`src/hdl/sse_pkg.sv`:
```
`default_nettype none

package sse_pkg;

   typedef enum logic [1:0] {
      CMD_WRITE = 2'd0,
      CMD_FLAG  = 2'd1,
      CMD_RUN   = 2'd2,
      CMD_READ  = 2'd3
   } cmd_type;

   typedef enum logic [1:0] {
      ST_OK    = 2'd0,
      ST_SAT   = 2'd1,
      ST_PIVOT = 2'd2
   } status_type;

   typedef enum logic [1:0] {
      SRC_HOST = 2'd0,
      SRC_MUL  = 2'd1,
      SRC_ADD  = 2'd2,
      SRC_ZERO = 2'd3
   } src_type;

   typedef struct packed {
      logic       wr_en;
      src_type    wr_src;
      logic       mul_start;
      logic       mul_use_ax;
      logic       ax_latch;
      logic       piv_check;
      logic       sat_clear;
      logic       err_set;
      status_type err_code;
      logic       hold_load;
      logic       hold_ok;
      logic       rsp_load;
   } dp_cmd_type;

   typedef struct packed {
      logic mul_done;
      logic div_done;
      logic pivot_bad;
      logic sat;
   } dp_sts_type;

endpackage

`default_nettype wire

```
`src/hdl/sse_controller.sv`:
```
`default_nettype none

module sse_controller #(
   parameter int MAX_STATES = 16
) (
   input  wire logic                          clock,
   input  wire logic                          reset,
   input  wire logic                          csr_we,
   input  wire logic [4:0]                    csr_wdata,
   input  wire logic                          req_valid,
   output logic                               req_ready,
   input  wire sse_pkg::cmd_type              req_cmd,
   input  wire logic [3:0]                    req_row,
   input  wire logic [3:0]                    req_col,
   input  wire logic                          req_flag,
   output logic                               rsp_valid,
   input  wire logic                          rsp_ready,
   output sse_pkg::dp_cmd_type                cmd,
   output logic      [$clog2(MAX_STATES)-1:0] row,
   output logic      [$clog2(MAX_STATES)-1:0] col,
   input  wire sse_pkg::dp_sts_type           sts
);

   localparam int IW = $clog2(MAX_STATES);
   localparam int CW = $clog2(MAX_STATES + 1);

   typedef enum logic [14:0] {
      S_IDLE     = 15'b000000000000001,
      S_READ     = 15'b000000000000010,
      S_PIV_FIND = 15'b000000000000100,
      S_PIV_WAIT = 15'b000000000001000,
      S_DIV      = 15'b000000000010000,
      S_X_FIND   = 15'b000000000100000,
      S_AX_WAIT  = 15'b000000001000000,
      S_AX_MUL   = 15'b000000010000000,
      S_B_FIND   = 15'b000000100000000,
      S_BA_WAIT  = 15'b000001000000000,
      S_BA_MUL   = 15'b000010000000000,
      S_BX_WAIT  = 15'b000100000000000,
      S_CLR_ROW  = 15'b001000000000000,
      S_CLR_COL  = 15'b010000000000000,
      S_LOAD     = 15'b100000000000000
   } state_type;

   state_type             state_ff, state_in;
   logic [4:0]            states_ff, states_in;
   logic [MAX_STATES-1:0] mask_ff, mask_in;
   logic [CW-1:0]         a_ff, a_in, x_ff, x_in, b_ff, b_in;
   logic                  ok_ff, ok_in;
   logic                  rsp_valid_ff, rsp_valid_in;
   logic [CW-1:0]         n;
   logic                  accept;
   logic                  req_ok;
   logic                  silent_a, silent_x, silent_b;

   always_comb begin
      if (int'(states_ff) > MAX_STATES) begin
         n = CW'(MAX_STATES);
      end else begin
         n = CW'(states_ff);
      end
      req_ready = state_ff == S_IDLE;
      accept    = req_valid && req_ready;
      req_ok    = (int'(req_row) < MAX_STATES) && (int'(req_col) < MAX_STATES);
      silent_a  = (a_ff < n) && mask_ff[a_ff[IW-1:0]];
      silent_x  = (x_ff < n) && mask_ff[x_ff[IW-1:0]];
      silent_b  = (b_ff < n) && mask_ff[b_ff[IW-1:0]];
   end

   always_comb begin
      state_in     = state_ff;
      states_in    = csr_we ? csr_wdata : states_ff;
      mask_in      = mask_ff;
      a_in         = a_ff;
      x_in         = x_ff;
      b_in         = b_ff;
      ok_in        = ok_ff;
      rsp_valid_in = rsp_valid_ff && !rsp_ready;
      cmd          = '0;
      row          = a_ff[IW-1:0];
      col          = x_ff[IW-1:0];

      case (state_ff)
         S_IDLE: begin
            row = IW'(req_row);
            col = IW'(req_col);
            if (accept) begin
               case (req_cmd)
                  sse_pkg::CMD_WRITE: begin
                     cmd.wr_en  = req_ok;
                     cmd.wr_src = sse_pkg::SRC_HOST;
                  end
                  sse_pkg::CMD_FLAG: begin
                     if (int'(req_row) < MAX_STATES) begin
                        mask_in[IW'(req_row)] = req_flag;
                     end
                  end
                  sse_pkg::CMD_RUN: begin
                     cmd.sat_clear = 1'b1;
                     a_in          = '0;
                     state_in      = S_PIV_FIND;
                  end
                  sse_pkg::CMD_READ: begin
                     ok_in    = req_ok;
                     state_in = S_READ;
                  end
                  default: begin
                     state_in = S_IDLE;
                  end
               endcase
            end
         end
         S_READ: begin
            cmd.hold_load = 1'b1;
            cmd.hold_ok   = ok_ff;
            state_in      = S_LOAD;
         end
         S_PIV_FIND: begin
            col = a_ff[IW-1:0];
            if (a_ff >= n) begin
               b_in     = '0;
               state_in = S_CLR_ROW;
            end else if (silent_a) begin
               state_in = S_PIV_WAIT;
            end else begin
               a_in = a_ff + CW'(1);
            end
         end
         S_PIV_WAIT: begin
            cmd.piv_check = 1'b1;
            if (sts.pivot_bad) begin
               cmd.err_set   = 1'b1;
               cmd.err_code  = sse_pkg::ST_PIVOT;
               cmd.hold_load = 1'b1;
               state_in      = S_LOAD;
            end else begin
               state_in = S_DIV;
            end
         end
         S_DIV: begin
            if (sts.div_done) begin
               x_in     = '0;
               state_in = S_X_FIND;
            end
         end
         S_X_FIND: begin
            if (x_ff >= n) begin
               a_in     = a_ff + CW'(1);
               state_in = S_PIV_FIND;
            end else if (!silent_x || x_ff > a_ff) begin
               state_in = S_AX_WAIT;
            end else begin
               x_in = x_ff + CW'(1);
            end
         end
         S_AX_WAIT: begin
            cmd.mul_start = 1'b1;
            state_in      = S_AX_MUL;
         end
         S_AX_MUL: begin
            if (sts.mul_done) begin
               cmd.wr_en    = 1'b1;
               cmd.wr_src   = sse_pkg::SRC_MUL;
               cmd.ax_latch = 1'b1;
               b_in         = '0;
               state_in     = S_B_FIND;
            end
         end
         S_B_FIND: begin
            row = b_ff[IW-1:0];
            col = a_ff[IW-1:0];
            if (b_ff >= n) begin
               x_in     = x_ff + CW'(1);
               state_in = S_X_FIND;
            end else if (silent_b && b_ff != a_ff) begin
               state_in = S_BA_WAIT;
            end else begin
               b_in = b_ff + CW'(1);
            end
         end
         S_BA_WAIT: begin
            cmd.mul_start  = 1'b1;
            cmd.mul_use_ax = 1'b1;
            state_in       = S_BA_MUL;
         end
         S_BA_MUL: begin
            row = b_ff[IW-1:0];
            if (sts.mul_done) begin
               state_in = S_BX_WAIT;
            end
         end
         S_BX_WAIT: begin
            row        = b_ff[IW-1:0];
            cmd.wr_en  = 1'b1;
            cmd.wr_src = sse_pkg::SRC_ADD;
            b_in       = b_ff + CW'(1);
            state_in   = S_B_FIND;
         end
         S_CLR_ROW: begin
            if (b_ff >= n) begin
               cmd.err_set   = 1'b1;
               cmd.err_code  = sts.sat ? sse_pkg::ST_SAT : sse_pkg::ST_OK;
               cmd.hold_load = 1'b1;
               state_in      = S_LOAD;
            end else if (silent_b) begin
               x_in     = '0;
               state_in = S_CLR_COL;
            end else begin
               b_in = b_ff + CW'(1);
            end
         end
         S_CLR_COL: begin
            row = b_ff[IW-1:0];
            if (x_ff >= n) begin
               b_in     = b_ff + CW'(1);
               state_in = S_CLR_ROW;
            end else begin
               cmd.wr_en  = silent_x;
               cmd.wr_src = sse_pkg::SRC_ZERO;
               x_in       = x_ff + CW'(1);
            end
         end
         S_LOAD: begin
            if (!rsp_valid_ff || rsp_ready) begin
               cmd.rsp_load = 1'b1;
               rsp_valid_in = 1'b1;
               state_in     = S_IDLE;
            end
         end
         default: begin
            state_in = S_IDLE;
         end
      endcase
   end

   always_ff @(posedge clock) begin
      if (reset) begin
         state_ff     <= S_IDLE;
         states_ff    <= 5'd16;
         mask_ff      <= '0;
         rsp_valid_ff <= 1'b0;
      end else begin
         state_ff     <= state_in;
         states_ff    <= states_in;
         mask_ff      <= mask_in;
         rsp_valid_ff <= rsp_valid_in;
      end
      a_ff  <= a_in;
      x_ff  <= x_in;
      b_ff  <= b_in;
      ok_ff <= ok_in;
   end

   assign rsp_valid = rsp_valid_ff;

endmodule

`default_nettype wire

```
`config.mk`:
```
export PLATFORM = sky130hd
export DESIGN_NAME = sse_controller
export DESIGN_NICKNAME = d
export VERILOG_FILES = /design/src/hdl/sse_pkg.sv /design/src/hdl/sse_controller.sv
export SDC_FILE = /design/constraint.sdc
export NUM_CORES = 1
export LEC_CHECK = 0
export ABC_AREA = 1
export BUFFER_PORTS_ARGS = -buffer_cell sky130_fd_sc_hd__clkbuf_2
export CORE_MARGIN = 1
export CORE_UTILIZATION = 35
export CTS_CLUSTER_DIAMETER = 150
export DETAILED_ROUTE_END_ITERATION = 6
export HOLD_SLACK_MARGIN = 0.06
export SYNTH_ARGS = -nofsm -noshare
export SYNTH_HDL_FRONTEND = slang
export SYNTH_SLANG_ARGS = --single-unit
```
`constraint.sdc`:
```
create_clock -name clock -period 3.13 [get_ports clock]
set_clock_uncertainty 0.15 [all_clocks]
set_input_delay 0.1565 -clock clock [delete_from_list [all_inputs] [get_ports clock]]
set_output_delay 0.1565 -clock clock [all_outputs]
set_load 0.03 [all_outputs]
```
# After elaboration in Yosys (flattened, before gate mapping)

Index checks and enable logic that the tools add are counted.

Flip-flop bits (word level): 52
Input bits: 25
Output and inout bits: 24

Add/subtract/negate cells: 3
$lt $le $gt $ge: 13
Equal/unequal tests: 44
Muxes and demuxes: 74
Reductions and logical operators: 24

Operator list:

| cell                                                                     | count |
|---|---|
| 15-bit 2-to-1 mux                                                        | 15 |
| 15-bit one-hot mux with 15 select lines                                  | 1 |
| 5-bit 2-to-1 mux                                                         | 20 |
| 2-bit != test (second input constant)                                    | 18 |
| 15-bit one-hot mux with 2 select lines                                   | 1 |
| 5-bit one-hot mux with 6 select lines                                    | 1 |
| 5-bit one-hot mux with 5 select lines                                    | 1 |
| 4-bit by 5-bit < comparator with 1-bit output (second input constant)    | 4 |
| 1-bit 2-to-1 mux                                                         | 18 |
| 16-bit bitwise mux                                                       | 1 |
| 4-bit one-hot mux with 2 select lines                                    | 2 |
| 8-bit AND reduction                                                      | 2 |
| 5-bit by 1-bit adder with 5-bit output (second input constant)           | 3 |
| 15-bit by 1-bit equality test with 1-bit output (second input constant)  | 1 |
| 15-bit by 10-bit equality test with 1-bit output (second input constant) | 1 |
| 15-bit by 11-bit equality test with 1-bit output (second input constant) | 1 |
| 15-bit by 12-bit equality test with 1-bit output (second input constant) | 1 |
| 15-bit by 13-bit equality test with 1-bit output (second input constant) | 1 |
| 15-bit by 14-bit equality test with 1-bit output (second input constant) | 1 |
| 15-bit equality test (second input constant)                             | 1 |
| 15-bit by 2-bit equality test with 1-bit output (second input constant)  | 1 |
| 15-bit by 3-bit equality test with 1-bit output (second input constant)  | 1 |
| 15-bit by 4-bit equality test with 1-bit output (second input constant)  | 1 |
| 15-bit by 5-bit equality test with 1-bit output (second input constant)  | 1 |
| other kinds (35)                                                         | 60 |

# Depth between registers and ports, before layout

Depth in word-level cells: 9
Gate-level depth with buffers: 17
Depth with buffers taken out: 17

# Least setup slack after synthesis

No wires, ideal clock.

Path kind: register to register
Start point: register states_ff[0]
End point: register x_ff[0] (enable)
Library setup time: 351 ps
Arrival time: 2360 ps
Required time: 2629 ps
Slack: 269 ps
Stages on the path, launching flop included: 13
Clock period less this slack: 2861 ps
Cell sequence: dfxtp_1 > o41ai_1 > nand2_1 > ha_1 > nand2_1 > nor2_1 > nand2_1 > nand4_1 > nor2_1 > nand3b_1 > nor2_1 > nand3_1 > a21oi_1

Longest elaborated chain between the ends: 8
Elaborated cells on any way between the ends: 17
Those cells by class: order compare: 5; eq/ne: 6; mux: 1; reduce/logical: 5

Ends and longest elaborated chain:

| item                                     | RTL line              | RTL |
|---|---|---|
| start: declaration                       | sse_controller.sv:46  | `logic [4:0] states_ff, states_in;` |
| start signal: assignment                 | sse_controller.sv:244 | `states_ff <= states_in;` |
| 5-bit > comparator                       | sse_controller.sv:57  | `if (int'(states_ff) > MAX_STATES) begin` |
| 5-bit 2-to-1 mux (*)                     | sse_controller.sv:57  |  |
| 5-bit < comparator                       | sse_controller.sv:66  | `silent_x = (x_ff < n) && mask_ff[x_ff[IW-1:0]];` |
| 1-bit logical AND                        | sse_controller.sv:66  |  |
| 1-bit zero test                          | sse_controller.sv:150 | `end else if (!silent_x \|\| x_ff > a_ff) begin` |
| 1-bit logical OR                         | sse_controller.sv:150 |  |
| 2-bit != test (no source line)           | -                     |  |
| 8-bit AND reduction (no source line) (*) | -                     |  |
| end signal: assignment                   | sse_controller.sv:249 | `x_ff <= x_in;` |
| end: declaration                         | sse_controller.sv:48  | `logic [CW-1:0] a_ff, a_in, x_ff, x_in, b_ff, b_in;` |

Mark *: on every way between the ends. The rest lies on a longest branch, timed or not.
A chain may end at the register's enable or synchronous reset.

==> metrics <==
crit-path max FO=4; final cell count without fillers=832; wire per inst=14.9 µm; post-synth top area cell=dfxtp_1; Worst-Margin Slew=0.580 ns; P_int=1.61 mW; worst skew pair latency=0.29 ns; RSZ-0062 raised after global routing=true; Post-Synthesis Cells=625; CTS Buf Count=5; remaining antenna violation count=0; DIE AREA=12200 µm²; FF-to-FF setup slack=0.20 ns; placed cells=810; share of layout cells above drive strength 1=0.171; main flop type after synthesis=dfxtp_1; vias in the first global route=4203; Cell Chain, Critical Path=o41ai_4 > nand2_2 > ha_1 > nand2_1 > nand2_1 > nand3_1 > nand4_1 > nand2_2 > o21ai_1 > nor2_2 > inv_1 > clkbuf_2; worst endpoint data arrival time=2.63 ns; vias per cell=5.19; overall power=3.08 mW; diode count=0; synthesized flop and latch total=52; nets@finish=736; core box area=11500 µm²; Sw Share=0.476; status=complete, no violations; Period minus WS final=2.94 ns; first-pass GRT wire length=20800 µm; Async SR Flop Fraction=0; worst hold path class=in2reg; YS warnings=0; Worst-path clk slew=0.06 ns; First-pass DRT Iterations=6; global placer's final weighted congestion=0.889; H-tree levels=2; Worst Slack Setup Final=0.192 ns; DIE HEIGHT=111 µm; Leak Pwr=2.46 nW; Max-Cap Viols=0; top-count cell post-synth=nand2_1; P_sw=1.47 mW; Initial DRC Count=339; power density over the cells=631 nW/µm²; GRT overflow=0; Synth area leaders=dfxtp_1 (18%), nand2_1 (13%), edfxtp_1 (11%); initial core utilization=0.360; final hold violation count=0; final WL=12400 µm; IO buf count=48; CTS root buf=clkbuf_16; syn avg cell area=6.61 µm²; final setup vio count=0; Critical Path RT=2.82 ns; CTS tree=done; crit path launch type=register; IO Pins=49; Final Cycle Share=0.939; worst vdd ir=0.465 mV; crit path max-delay cell type=o41ai_4; Cell Area, Synth=4130 µm²; DRC=0; overall routing resource usage=0.211; Syn Nets=673; row cnt=39; Peak Freq=340 MHz; post-DP HPWL=9860 µm; max-slew violation count=0; Clock power frac=0.183; slew margin rel.=0.613; register area share after synthesis=0.288; largest net degree at the start of global routing=21; synth cell count leaders=nand2_1 (143), inv_1 (84), nor2_1 (83); Cell variety after synth=41; Seq pwr share=0.284; Area Overhead vs Synth=18.3%; Placement Setup Slack=-0.00352 ns; Core Util, Final=0.426; DR vias=4318; Clock Tree Buf Depth=2; Crit Path Class=reg2out; Post-synth EDFFs=15; Slowest Stage Delay on Critical Path=0.46 ns; Die X-Extent=111 µm; Critical Path End Type=output port; Yosys top cell area share=0.179; initial antenna violation count=0; Sink Count=52; combinational fraction of design power=0.533
registers in the layout, indices dropped and copies added (netlist names):
signal	flops
rsp_valid	1
x_ff	5
a_ff	5
mask_ff	16
b_ff	5
states_ff	5
state_ff	15
final cells by class:
cell class / count / area (µm²)
clock buffers: 8 / 146
fillers: 1214 / 6580
inverters: 89 / 342
multi-input cells: 470 / 2590
flip-flops and latches: 52 / 1190
well taps: 143 / 179
repair buffers: 70 / 438
critical path, delay by kind of cell, from the launching register on:
family | cells | cell delay, ns
and+or+nand+nor | 7 | 0.85
AOI/OAI and AO/OA | 2 | 0.56
DFF | 1 | 0.34
adders and majority gates | 1 | 0.31
buffers and inverters | 2 | 0.26
path summary, 6_finish.rpt:
kind	from	endpoint	cells after the start
worst max-delay path	states_ff[0]$_SDFFE_PP0P_	cmd[2]	12
worst min-delay path	csr_we	states_ff[2]$_SDFFE_PP0P_	3
worst max register to register	states_ff[0]$_SDFFE_PP0P_	x_ff[2]$_SDFFCE_PN0P_	14
worst min register to register	state_ff[8]$_SDFFE_PP0P_	state_ff[8]$_SDFFE_PP0P_	2
power groups by stage:
stage | combinational (mW) | sequential, mW | clock, mW
floorplan | 1.18 | 0.842 | 0
global placement | 1.58 | 0.881 | 0
detailed placement | 1.59 | 0.883 | 0
CTS | 1.63 | 0.870 | 0.578
global route | 1.84 | 0.882 | 0.608
finish | 1.64 | 0.874 | 0.564
layout by cell type, fill, tap and decap left out, drive strengths merged, types with 9 or more instances in the layout:
| master | count |
|---|---|
| dlygate4sd3 | 12 |
| nand2 | 152 |
| nand4 | 9 |
| nand3 | 65 |
| buf | 11 |
| xor2 | 9 |
| o21a | 12 |
| dfxtp | 37 |
| o21ai | 23 |
| clkbuf | 55 |
| nor2 | 103 |
| inv | 86 |
| ha | 23 |
| nor3 | 17 |
| edfxtp | 15 |
| a21oi | 31 |
through the flow:
| step | area [µm²] | hold WS [ns] | setup TNS (ns) |
|---|---|---|---|
| floorplan | 4130 | 0.120 | 0 |
| global placement | 4540 | 0.229 | 0 |
| detailed placement | 4540 | 0.228 | -0.0171 |
| CTS | 4840 | 0.0821 | 0 |
| global route | 4890 | 0.0979 | -0.0236 |
| finish | 4890 | 0.0850 | 0 |
kinds of logic after synthesis:
logic type | after synthesis | share of synthesized area
compound gates | 79 | 0.114
flops | 52 | 0.288
buf+inv | 103 | 0.0987
simple gates | 356 | 0.404
fa+ha+maj | 23 | 0.0697
xor+xnor | 12 | 0.0254
routing by layer:
layer	track usage	share of wire	vias to the layer above
met5	0	0	-
met4	0.0631	0.016	0
met3	0.0384	0.061	16
met2	0.338	0.44	133
met1	0.289	0.48	2013
li1	-	-	2156
what timing repair did:
action,in CTS,in global routing
hold buffers,12,0
setup endpoints to repair,13,32
pin swaps,1,1
gates resized for setup,2,14
endpoints found under the hold margin,8,0
buffers inserted,2,0
Note: power is estimated with default switching activity, not from simulation.
